`src/hdl/square_matrix_multiply_assert.svh`:
```
// ----------------------------------------------------------------------------
// square_matrix_multiply_assert.svh - assertion macros
// Shared macros for the concurrent checks of the matrix multiplier.
// ----------------------------------------------------------------------------
`ifndef SQUARE_MATRIX_MULTIPLY_ASSERT_SVH
`define SQUARE_MATRIX_MULTIPLY_ASSERT_SVH

// Consequent must hold in the same cycle as the antecedent.
`define SMM_ASSERT_SAME(label, clk, rst, ante, cons, msg) \
  label: assert property (@(posedge clk) disable iff (rst) (ante) |-> (cons)) else $error(msg);

// Consequent must hold in the cycle after the antecedent.
`define SMM_ASSERT_NEXT(label, clk, rst, ante, cons, msg) \
  label: assert property (@(posedge clk) disable iff (rst) (ante) |=> (cons)) else $error(msg);

`endif

```
`src/hdl/smm_ram.sv`:
```
// ----------------------------------------------------------------------------
// smm_ram - generic single write, single read RAM
// One write port and one read port with registered read data.
// ----------------------------------------------------------------------------
module smm_ram #(
  parameter int WIDTH = 32,
  parameter int DEPTH = 64,
  parameter int AW    = (DEPTH > 1) ? $clog2(DEPTH) : 1
) (
  input  logic             clk,
  input  logic             wr_en,
  input  logic [AW-1:0]    wr_addr,
  input  logic [WIDTH-1:0] wr_data,
  input  logic             rd_en,
  input  logic [AW-1:0]    rd_addr,
  output logic [WIDTH-1:0] rd_data
);

  logic [WIDTH-1:0] mem [2**AW];

  // Write port.
  always_ff @(posedge clk) begin
    if (wr_en) begin
      mem[wr_addr] <= wr_data;
    end
  end

  // Registered read port.
  always_ff @(posedge clk) begin
    if (rd_en) begin
      rd_data <= mem[rd_addr];
    end
  end

endmodule

```
`config.mk`:
```
export PLATFORM = sky130hd
export DESIGN_NAME = smm_ram
export DESIGN_NICKNAME = d
export VERILOG_FILES = /design/src/hdl/square_matrix_multiply_assert.svh /design/src/hdl/smm_ram.sv
export SDC_FILE = /design/constraint.sdc
export NUM_CORES = 2
export LEC_CHECK = 0
export BUFFER_PORTS_ARGS = -buffer_cell sky130_fd_sc_hd__buf_2
export CAP_MARGIN = 15
export CORE_MARGIN = 2
export CORE_UTILIZATION = 40
export CTS_CLUSTER_DIAMETER = 50
export DETAILED_ROUTE_END_ITERATION = 7
export SKIP_CTS_REPAIR_TIMING = 1
export SLEW_MARGIN = 20
export SYNTH_ARGS = -nofsm -noshare
export SYNTH_HDL_FRONTEND = slang
export SYNTH_SLANG_ARGS = --single-unit
```
`constraint.sdc`:
```
create_clock -name clk -period 4.1 [get_ports clk]
set_input_delay 1.025 -clock clk [delete_from_list [all_inputs] [get_ports clk]]
set_output_delay 1.025 -clock clk [all_outputs]
set_load 0.05 [all_outputs]
```
; Yosys cells after proc, flatten, opt, wreduce, memory -nomap -nowiden
; Memories as Yosys holds them, arrays and structs flattened. A register that Yosys moved wholly into a read port is not among the register bits.
; Cells that the tools add are included.
[word_totals]
regBits = 0
mem_bits_rw = 2048
in_bits = 47
output_inout_bits = 32
word_cells = 3
mem_count = 1
[classes]
n_mux = 2
[mem_list]
columns = name, words, width, rd, rd_ports_with_merged_regs, wr, line
row1 = mem, 64, 32, 1, 1, 1, smm_ram.sv:19  ; logic [WIDTH-1:0] mem [2**AW];
[ops]
columns = cell, count
row1 = 1-bit 2-to-1 mux, 2

; Longest topological paths before layout
[logic_depth]
depth_word = 2
mapped_depth = 10
mapped_depth_nobuf = 5

; Worst setup path after synthesis
; Ideal clock, no wire load.
[synth_path]
path_kind = input -> register
startpoint = input port wr_addr[3]
endpoint = memory mem[48][0] (enable)
setup_ns = 0.461
t_arrival_ns = 3.724
required_ns = 3.639
slack_ns = -0.085
stages = 4
n_path_buf = 1
path_cell_list = clkbuf_1 > nor2b_1 > nand4b_1 > nor3_1
[synth_rtl]
columns = element, line
row1 = from (decl), smm_ram.sv:12  ; input logic [AW-1:0] wr_addr,
row2 = to (decl), smm_ram.sv:19
; No word-level cell before the write port.

==> metrics.cfg <==
[setup_path]
crit_arrival_ns = 3.64
crit_fanout = 31
reg2reg_to = rd_data[28]$_DFFE_PP_
worstSetupEndpointType = register
cp_cell_sequence = buf_8 -> buf_12 -> buf_12 -> mux4_2 -> mux4_2 -> o22ai_1 -> nor2_1
cp.depth = 7
setup.worst_path.end = rd_data[5]$_DFFE_PP_
crit_buf_inv = 3
critPathMaxStageDelay_ns = 0.53
worstSetupStartpointType = primary input
worst_path_dominant_cell_family = multiplexers
crit_path_top_delay_cell = mux4_2
crit_start = rd_addr[0]
cp.required_ns = 4.65
r2r_slack_ns = 1.87
rr_worst_depth = 4
crit_type = primary input to register
r2r-start = mem[63][28]$_DFFE_PP_

[synthesis]
yosys_warnings = 0
synth_area_leaders = edfxtp_1, mux4_2, mux2i_1, o22ai_1, nor2_1
synth_fp_nets = 3371
ys_seq_elements = 2080
netlist.area_leader.share_pct = 79.2
synth_seq_area_share_pct = 79.2
synth_area_sq_um = 78800
synthCells = 3324
netlist.top_cell.by_area = edfxtp_1
yosysUniqueCellTypes = 33
synth_area_per_cell_sq_um = 23.7

[clock_network]
cts_buffers = 211
cts.sinks = 2080
cts.path.max_buffers = 3
cts_tree = built
clkLatencyLatePin_ns = 0.83
cts-root-buf = clkbuf_16
htree_num_levels = 4
clk_pin_slew_ns = 0.06

[global_routing]
grt_use_total_pct = 20.2
grt_pass1_wl_mm = 285
grt_max_degree = 65
antenna_found_initial = 19
grt_pass1_vias = 37600
gr-total-overflow = 0

[hold_path]
hold_path.class = primary input to register
hold_depth = 1

[drt]
via_count = 37200
finalWirelength_mm = 202
firstDrtPassIters = 5
wl_met2_mm = 98.7
met3_length_mm = 14.5
wl_met1_mm = 83.3
ant_nets = 0
routedWlPerCell_um = 31.2
top_layer = met5
drt-initial-drc-count = 4039
drc = 0
viasPerCell = 5.75

[timing]
rsz0062_at_grt = false
fin_crit_ns = 3.09
tightest_slew_ns = 1.03
max_freq_mhz = 324
tns_ns = 0
drv_slew = 0
fin_hold_ws_ns = 0.631
min_period_over_period_pct = 75.3
slew_headroom_pct = 31.1
fin_skew_ns = 0.0311
hold_violations = 0
setup_viol = 0

[finish]
layout-drive-gt1-share_pct = 31.5
finish.utilization_pct = 46.9
syn_to_final_growth_pct = 16.2
layout.nets = 3714
ff_latch_area_sq_um = 62500
multi_input_area_sq_um = 16000
nFillCells = 15900

[die]
die-area_sq_um = 201000
dieHeight_um = 448
core-area_sq_um = 195000
start_util_pct = 40.3
ios = 79
die_x_um = 448
num_rows = 162

[place]
port_buffers = 78
place.gp.congestion = 0.772
hpwl_mm = 116

[power]
p_per_area_nw_per_um2 = 486
vdd_drop_max_uv = 373
fin_total_pwr_uw = 44500
p_leak_uw = 0.0284

[status]
status = finished clean

[flow_run]
drv_cap = 0

-- metal layers --
metal,up-vias,track usage (%)
met5,-,0
met4,8,5.46
met3,275,3.49
met2,1423,32.9
met1,20500,28.3
li1,15100,-
-- metrics by stage --
step                std cells  area, sq um  setup WS (ns)
floorplan                3324        78800          0.423
detailed placement       6076        84900         0.0557
finish                   6470        91600           1.01
global route             6465        91600          0.907
global placement         6076        84900         0.0450
CTS                      6462        91500          0.956
-- worst min path at each step --
stage | slack (ns) | end | startpoint
2_1_floorplan | 0.75 | rd_data[17]$_DFFE_PP_ | mem[12][17]$_DFFE_PP_
3_3_place_gp | 0.82 | rd_data[17]$_DFFE_PP_ | mem[12][17]$_DFFE_PP_
3_5_place_dp | 0.81 | rd_data[20]$_DFFE_PP_ | mem[12][20]$_DFFE_PP_
4_1_cts | 0.57 | rd_data[20]$_DFFE_PP_ | rd_en
5_1_grt | 0.59 | mem[1][21]$_DFFE_PP_ | wr_data[21]
6_report | 0.63 | mem[9][21]$_DFFE_PP_ | wr_data[21]
-- cell families (layout without fill, tap and decap cells) --
group / after synthesis / count (layout) / synth area share, %
other cells: 0 / 6 / 0
flops: 2080 / 2080 / 79.2
compound gates: 202 / 202 / 1.67
mux: 637 / 637 / 16.7
buf+inv: 182 / 698 / 1.12
simple gates: 223 / 223 / 1.26
-- cell usage after synthesis, drive strengths merged --
| library cell | n |
|---|---|
| a21oi | 62 |
| a22oi | 12 |
| a311oi | 8 |
| a31oi | 1 |
| a41o | 4 |
| and2 | 2 |
| and3 | 4 |
| buf | 108 |
| clkbuf | 74 |
| edfxtp | 2080 |
| mux2i | 93 |
| mux4 | 544 |
| nand2 | 26 |
| nand2b | 8 |
| nand3 | 5 |
| nand3b | 5 |
| nand4 | 2 |
| nand4b | 1 |
| nor2 | 137 |
| nor2b | 15 |
| nor3 | 7 |
| o221ai | 27 |
| o22ai | 84 |
| o32ai | 4 |
| or2 | 3 |
| or3 | 3 |
| or3b | 5 |
-- power by group --
part	total, uW	leakage [uW]	internal (uW)	switching, uW
logic	2300	0.00647	873	1420
clock network	18500	0.00323	10600	7930
registers	23700	0.0187	23600	98.8
total	44500	0.0284	35100	9450
-- sequential cells by signal, indices dropped and copies added (netlist names) --
register,flops
rd_data,32
mem,2048
-- worst register-to-register path, cell delays in order (launching register included) --
cell	delay, ns
edfxtp_1	0.37
mux4_2	0.49
mux4_2	0.52
o22ai_1	0.48
nor2_1	0.11
-- layout make-up --
| class | instances | area share (%) |
|---|---|---|
| Sequential cell | 2080 | 68.2 |
| Tap cell | 2624 | 3.58 |
| Antenna cell | 6 | 0.0164 |
| Timing Repair Buffer | 312 | 3.56 |
| Clock buffer | 268 | 6.11 |
| Clock inverter | 118 | 1.13 |
| Multi-Input combinational cell | 1062 | 17.4 |
-- placed cells by master (no fill, tap or decap), types with 3 or more instances in the layout --
cell type	count
buf_12	81
a311oi_1	8
clkinv_1	51
mux4_2	544
o221ai_1	27
a22oi_1	12
nor3_1	5
clkinv_4	6
clkbuf_16	216
buf_4	171
buf_8	3
inv_6	11
nand2b_1	7
nand2_1	26
mux2i_1	93
edfxtp_1	2080
o22ai_1	84
clkbuf_1	52
a41o_1	4
nor2_4	62
nand3_1	5
nand3b_1	5
and3_1	4
clkinv_2	26
or3b_2	3
diode_2	6
buf_2	55
clkinvlp_4	4
bufinv_16	15
nor2_1	75
o32ai_1	4
nor2b_1	15
a21oi_1	62
or3_1	3
Power figures use the tool's default switching activity.
