==> config.mk <==
export PLATFORM = sky130hd
export DESIGN_NAME = smm_cell
export DESIGN_NICKNAME = d
export VERILOG_FILES = /design/src/hdl/square_matrix_multiply_assert.svh /design/src/hdl/smm_pkg.sv /design/src/hdl/smm_cell.sv
export SDC_FILE = /design/constraint.sdc
export NUM_CORES = 2
export LEC_CHECK = 0
export BUFFER_PORTS_ARGS = -buffer_cell sky130_fd_sc_hd__buf_2
export CAP_MARGIN = 25
export CORE_ASPECT_RATIO = 0.75
export CORE_MARGIN = 1
export CORE_UTILIZATION = 63
export DETAILED_ROUTE_END_ITERATION = 10
export PLACE_DENSITY = 0.91
export SLEW_MARGIN = 10
export SYNTH_ARGS = -nofsm -noshare
export SYNTH_HDL_FRONTEND = slang
export SYNTH_SLANG_ARGS = --single-unit
==> constraint.sdc <==
create_clock -name clk -period 10.7 [get_ports clk]
set_clock_uncertainty 0.1 [all_clocks]
set_input_delay 0 -clock clk [delete_from_list [all_inputs] [get_ports clk]]
set_output_delay 0 -clock clk [all_outputs]
set_load 0.01 [all_outputs]
==> src/hdl/square_matrix_multiply_assert.svh <==
// ----------------------------------------------------------------------------
// square_matrix_multiply_assert.svh - assertion macros
// Shared macros for the concurrent checks of the matrix multiplier.
// ----------------------------------------------------------------------------
`ifndef SQUARE_MATRIX_MULTIPLY_ASSERT_SVH
`define SQUARE_MATRIX_MULTIPLY_ASSERT_SVH

// Consequent must hold in the same cycle as the antecedent.
`define SMM_ASSERT_SAME(label, clk, rst, ante, cons, msg) \
  label: assert property (@(posedge clk) disable iff (rst) (ante) |-> (cons)) else $error(msg);

// Consequent must hold in the cycle after the antecedent.
`define SMM_ASSERT_NEXT(label, clk, rst, ante, cons, msg) \
  label: assert property (@(posedge clk) disable iff (rst) (ante) |=> (cons)) else $error(msg);

`endif

==> src/hdl/smm_pkg.sv <==
// ----------------------------------------------------------------------------
// smm_pkg - shared types and constants
// Word widths and the buses that run along the chain of multiply cells.
// ----------------------------------------------------------------------------
package smm_pkg;

  localparam int DATA_W      = 32;
  localparam int IDX_W       = 3;
  localparam int SIZE_W      = 4;
  localparam int IN_TDATA_W  = 64;
  localparam int OUT_TDATA_W = 40;

  // Operand word passed from one cell to the next.
  typedef struct packed {
    logic              vld;
    logic              first;
    logic              last;
    logic [IDX_W-1:0]  k;
    logic [DATA_W-1:0] a;
  } cell_bus_t;

  // Write of one B element into the column held by a cell.
  typedef struct packed {
    logic              en;
    logic [IDX_W-1:0]  row;
    logic [IDX_W-1:0]  col;
    logic [DATA_W-1:0] data;
  } bwr_t;

  // Product stage status reported by a cell.
  typedef struct packed {
    logic p_vld;
    logic p_last;
  } cell_stat_t;

endpackage

==> src/hdl/smm_cell.sv <==
// ----------------------------------------------------------------------------
// smm_cell - one multiply-accumulate cell of the chain
// Holds one column of B, multiplies the passing A word by B[k][col], and
// accumulates one element of the current row of C. Results leave through
// a shift path toward cell zero.
// ----------------------------------------------------------------------------
module smm_cell
  import smm_pkg::*;
#(
  parameter int MAX_SIZE = 8,
  parameter int CELL_IDX = 0
) (
  input  logic              clk,
  input  logic              rst,
  input  bwr_t              bwr,
  input  cell_bus_t         din,
  output cell_bus_t         dout,
  input  logic              shift_en,
  input  logic [DATA_W-1:0] shift_in,
  output logic [DATA_W-1:0] acc_out,
  output cell_stat_t        stat
);

  localparam int KW = (MAX_SIZE > 1) ? $clog2(MAX_SIZE) : 1;

  logic [DATA_W-1:0] bcol [2**KW];
  logic [KW-1:0]     wr_k;
  logic [KW-1:0]     rd_k;
  logic              p_vld;
  logic              p_first;
  logic              p_last;
  logic [DATA_W-1:0] p_val;
  logic [DATA_W-1:0] acc;

  assign wr_k = bwr.row[KW-1:0];
  assign rd_k = din.k[KW-1:0];

  // Column store: takes the B elements that fall in this column.
  always_ff @(posedge clk) begin
    if (bwr.en && (bwr.col == IDX_W'(CELL_IDX))) begin
      bcol[wr_k] <= bwr.data;
    end
  end

  // Forward the operand word to the neighbor; only the valid bit is reset.
  always_ff @(posedge clk) begin
    if (rst) begin
      dout.vld <= 1'b0;
    end else begin
      dout.vld <= din.vld;
    end
    dout.first <= din.first;
    dout.last  <= din.last;
    dout.k     <= din.k;
    dout.a     <= din.a;
  end

  // Product stage: low 32 bits of A times B, same for signed and unsigned.
  always_ff @(posedge clk) begin
    if (rst) begin
      p_vld <= 1'b0;
    end else begin
      p_vld <= din.vld;
    end
  end

  always_ff @(posedge clk) begin
    p_first <= din.first;
    p_last  <= din.last;
    p_val   <= din.a * bcol[rd_k];
  end

  // Accumulator, reused as a shift register while the row drains.
  always_ff @(posedge clk) begin
    if (p_vld) begin
      acc <= p_first ? p_val : acc + p_val;
    end else if (shift_en) begin
      acc <= shift_in;
    end
  end

  assign acc_out = acc;
  assign stat    = '{p_vld: p_vld, p_last: p_last};

endmodule

Word-level counts from Yosys, hierarchy flattened
Memory sizes are Yosys's and may differ from the RTL's.
Index checks and enable logic that the tools add are counted.
{"block": "classes", "bitwise": 0, "add_sub_neg": 1, "n_lt_le_gt_ge": 0, "shift": 0, "n_mul": 1, "muxes": 5, "eq_ne": 0, "n_reduce_logical": 3, "div_mod_pow": 0}
{"op": "32-bit two-way mux", "count": 3}
{"op": "32-bit adder", "count": 1}
{"op": "32-bit by 32-bit multiplier with 32-bit output", "count": 1}
{"op": "3-bit logical NOT", "count": 1}
{"op": "1-bit two-way mux", "count": 2}
{"op": "2-bit nonzero test", "count": 1}
{"op": "1-bit logical AND", "count": 1}
{"block": "word_totals", "mem_count": 1, "ramBits": 256, "reg_bits": 102, "mem_bits_ro": 0, "latchBits": 0}
{"name": "bcol", "words": 8, "width": 32, "read_ports": 1, "rd_clocked_by_memory_dff": 0, "write_ports": 1, "line": "smm_cell.sv:26", "rtl": "logic [DATA_W-1:0] bcol [2**KW];"}

Depth between registers and ports, before layout
{"block": "logic_depth", "word_depth": 4, "mapped_depth": 34}

Worst setup path before layout
OpenSTA, ideal clock, no wires.
{"block": "synth_timing", "path_kind": "input -> register", "from": "input port din[33] (netlist name)", "to": "register p_val[31]", "required_time_ps": 10479, "cell_stages": 27, "setup_ps": 121, "arrival_ps": 7330, "setup_slack_ps": 3149, "cell_sequence": "buf_2 buf_2 nor2_1 buf_1 a221oi_1 clkbuf_1 clkbuf_1 nand2_1 fa_1 fa_1 fa_1 fa_1 inv_1 fa_1 ha_1 fa_1 fa_1 ha_1 and3_1 nand4_1 or3b_2 a31oi_1 a31oi_1 o31ai_1 a21o_1 a21oi_1 xnor2_1"}
{"block": "synth_via", "elab_chain_len": 2}
{"item": "start, declared", "line": "smm_cell.sv:16", "rtl": "input cell_bus_t din,"}
{"item": "memory 8 x 32 bit"}
{"item": "32-bit by 32-bit multiplier with 32-bit output", "line": "smm_cell.sv:70", "rtl": "p_val <= din.a * bcol[rd_k];"}
{"item": "end signal, assigned", "line": "smm_cell.sv:70"}
{"item": "end, declared", "line": "smm_cell.sv:32", "rtl": "logic [DATA_W-1:0] p_val;"}
Every way passes these cells.
A chain may end at the register's enable or synchronous reset.

Worst setup path in the final report
{"block": "layout_timing", "from": "input port din[33] (netlist name)", "to": "register p_val[30]"}
The elaborated chain is that of the path after synthesis.

==> results_dict.tcl <==
set metrics [dict create \
    cts.htree.levels 2 \
    final_hold_viol_count 0 \
    track_usage_pct 36.2 \
    end_kind "register" \
    cp_data_arrival_time_ps 9180 \
    max_clock_freq_mhz 114 \
    area.sequential_um2 10100 \
    slew_headroom_pct 16.8 \
    totalWireLength_um 83900 \
    yosys_most_used_dff "sky130_fd_sc_hd__edfxtp_1" \
    grt_pass1_wl_um 130000 \
    area_fraction_in_and_or_nand_and_nor_cells_after_synthesis_pct 11.9 \
    synth_adder_area_share_pct 33.8 \
    reg2reg_depth 27 \
    nets 3508 \
    timing.critical_path.slowest_cell_delay_ps 990 \
    drv_cap 0 \
    antenna_found_initial 2 \
    r2r-start "bcol[1][8]" \
    floorplan.initialDensity_pct 64.5 \
    worstHoldPathCells 3 \
    ys_ff_latch 358 \
    cts_sinks 358 \
    tritoncts_clock_tree "yes" \
    final-max-slew-violation-count 0 \
    design.portCount 184 \
    met3_usage_pct 10.5 \
    synth_top_family_by_area "adder cells" \
    worstPathRequired_ps 11070 \
    critPathSlowestCell "sky130_fd_sc_hd__a221oi_2" \
    setup_viol 0 \
    fillCellCount 2894 \
    io_buffers 183 \
    numCtsBuffers 36 \
    grt_setup_unrepaired "false" \
    syn-instance-count 2592 \
    post_route_cells_drive_above_1_share_pct 12.5 \
    number_of_enable_type_register_cells_in_the_synthesized_netlist 288 \
    mappedNetlistArea_um2 29900 \
    syn-mean-instance-area_um2 11.6 \
    gr-total-overflow 0 \
    crit_fanout 14 \
    drcViolationCount 0 \
    postSynthNetCount 3267 \
    clock_pin_slew_of_the_registers_on_the_worst_case_setup_and_hold_paths_ps 70 \
    fp-row-count 68 \
    drt_iter0_markers 2327 \
    fin_setup_tns_ps 0 \
    dieWidth_um 254 \
    routability_cong 0.926 \
    die_h_um 191 \
    postCtsResizedCells 0 \
    vias 21600 \
    avgViaCountPerCell 6.18 \
    drt-pass1-iter-count 6 \
    outcome "finished clean" \
    drtAntennaViolNets 0 \
    grt_start_max_net_pins 52 \
    max-clock-path-buffers 3 \
    growth_of_design_area_from_synthesis_to_finish_pct 12.4 \
    hold_path.class "in -> reg" \
    ys_seq_area_share_pct 33.6 \
    clk_root_buffer_cell "sky130_fd_sc_hd__clkbuf_16" \
    stdcell_area_um2 33700 \
    gr-usage-met2_pct 59.0 \
    timing.final.crit_share_pct 82.3 \
    synthMuxAreaShare_pct 5.91 \
    critical_path.startpoint_type "input port" \
    asyncSetResetFlopFracSynth_pct 0 \
    multi_input_area_um2 17900 \
    grtUsageMet1_pct 43.7 \
    min_from "bwr[36]" \
    regToRegEndpoint "p_val[30]" \
    floorplan.die_area_um2 48400 \
    yosys.area_share.xor_xnor_pct 3.22 \
    yosys.cell_types.count 65 \
    top_usage_layer "met2" \
    placed_instance_area_um2 31400 \
    min_to "bcol[0][8]" \
    timing_worst_setup_path_type "in -> reg" \
    crit_path_start "din[33]" \
    place_hpwl_um 56500 \
    worst_slew_pin_slew_ps 1250 \
    drt-wirelength-per-cell_um 24.0 \
    insertion_delay_ps 620 \
    critical_path.most_common_cell "sky130_fd_sc_hd__fa_1" \
    slack_of_the_worst_reg_to_reg_path_ps 2240 \
    finalCriticalPeriod_ps 8810 \
    core_region_area_um2 46500 \
    ys.warnings.count 0 \
    grt_pass1_vias 23600 \
    complex_gate_fraction_of_the_synthesized_area_pct 4.62 \
]
Yosys cell counts, types with 6 or more instances:
master,instances,area (µm²)
sky130_fd_sc_hd__inv_1,411,1540
sky130_fd_sc_hd__fa_1,409,8190
sky130_fd_sc_hd__nand2_1,294,1100
sky130_fd_sc_hd__edfxtp_1,288,8650
sky130_fd_sc_hd__and2_1,223,1400
sky130_fd_sc_hd__ha_1,154,1930
sky130_fd_sc_hd__a21oi_1,85,425
sky130_fd_sc_hd__clkbuf_1,84,315
sky130_fd_sc_hd__nor2_1,81,304
sky130_fd_sc_hd__xnor2_1,78,683
sky130_fd_sc_hd__dfxtp_1,70,1400
sky130_fd_sc_hd__mux4_2,49,1100
sky130_fd_sc_hd__nor2b_1,44,275
sky130_fd_sc_hd__mux2i_1,41,410
sky130_fd_sc_hd__a21o_1,29,218
sky130_fd_sc_hd__o21ai_0,25,125
sky130_fd_sc_hd__xor2_1,24,210
sky130_fd_sc_hd__nor3_1,17,85.1
sky130_fd_sc_hd__mux2_2,12,135
sky130_fd_sc_hd__nand2b_1,12,75.1
sky130_fd_sc_hd__o21bai_1,11,82.6
sky130_fd_sc_hd__o21a_1,10,75.1
sky130_fd_sc_hd__a31oi_1,9,56.3
sky130_fd_sc_hd__and3_1,9,56.3
sky130_fd_sc_hd__buf_1,9,33.8
sky130_fd_sc_hd__buf_2,9,45.0
sky130_fd_sc_hd__a22oi_1,8,60.1
sky130_fd_sc_hd__a221oi_2,7,105
sky130_fd_sc_hd__buf_4,6,45.0
sky130_fd_sc_hd__nand4_1,6,37.5
sky130_fd_sc_hd__or3_1,6,37.5
registers in the layout (all words and copies together) (netlist names):
register and count:
p_last 1, p_val 32, acc_out 32, dout 35, p_first 1, p_vld 1, bcol 256
cell families after synthesis:
logic type | after synthesis
compound gates | 212
xor+xnor | 106
fa+ha+maj | 563
buf+inv | 526
flops | 358
mux | 107
simple gates | 720
worst max path at each step:
stage / end / slack (ps) / cells after the start
floorplan: p_val[31] / 3150 / 27
global placement: p_val[31] / 2100 / 26
detailed placement: p_val[31] / 1880 / 26
CTS: p_val[31] / 2120 / 31
global route: p_val[30] / 1710 / 31
finish: p_val[30] / 1890 / 31
stage by stage:
| step | setup WS (ps) | cells | utilization, % | hold WS [ps] |
|---|---|---|---|---|
| 6_report | 1890 | 3491 | 72.5 | 27.0 |
| 3_5_place_dp | 1880 | 3318 | 67.6 | 4.66 |
| 5_1_grt | 1710 | 3490 | 72.5 | 21.7 |
| 3_3_place_gp | 2100 | 3318 | 67.6 | 3.93 |
| 4_1_cts | 2120 | 3489 | 72.5 | 11.7 |
| 2_1_floorplan | 3150 | 2592 | - | -72.3 |
layout make-up:
cell class | count | area share (%)
Antenna cell | 2 | 0.0149
Clock buffer | 49 | 2.91
Clock inverter | 15 | 0.628
Inverter | 411 | 4.58
Multi-Input combinational cell | 1708 | 53.1
Sequential cell | 358 | 29.9
Tap cell | 630 | 2.34
Timing Repair Buffer | 318 | 6.53
cells in the final DEF (no fill, tap or decap), drive strengths merged, types with 4 or more instances in the layout:
master / n
a21o: 29
xnor2: 79
clkinv: 10
buf: 211
mux2i: 41
a211oi: 4
o21ai: 26
o31ai: 5
a221oi: 10
and3: 9
clkbuf: 49
dfxtp: 70
inv: 412
a21oi: 85
nor2b: 44
and2: 223
edfxtp: 288
nor3b: 5
or3: 6
o21bai: 11
nand2b: 12
nor2: 81
nand3: 5
nand2: 300
ha: 154
xor2: 26
mux2: 13
o21a: 10
dlygate4sd3: 107
nand4: 6
fa: 409
a22oi: 8
a31oi: 9
mux4: 53
nor3: 17
critical path, delay by kind of cell:
family,cells,cell delay (ps)
compound gates,6,2060
simple gates,5,610
fa+ha+maj,9,4180
xor+xnor,1,180
buf+inv,10,2120
per-layer routing:
layer	wire [µm]	up-vias	part of all wire (%)
li1	-	8821	-
met1	29100	10600	35
met2	39200	1676	47
met3	10500	460	12
met4	5140	0	6.1
met5	0	-	0
repair_timing:
action | in CTS | in global routing
buffers inserted | 0 | 0
setup endpoints to repair | 0 | 0
endpoints found under the hold margin | 336 | 0
hold buffers | 107 | 0
Power is not shown: default switching activity piles up to over one toggle a cycle in this logic, so the estimate is an artifact.
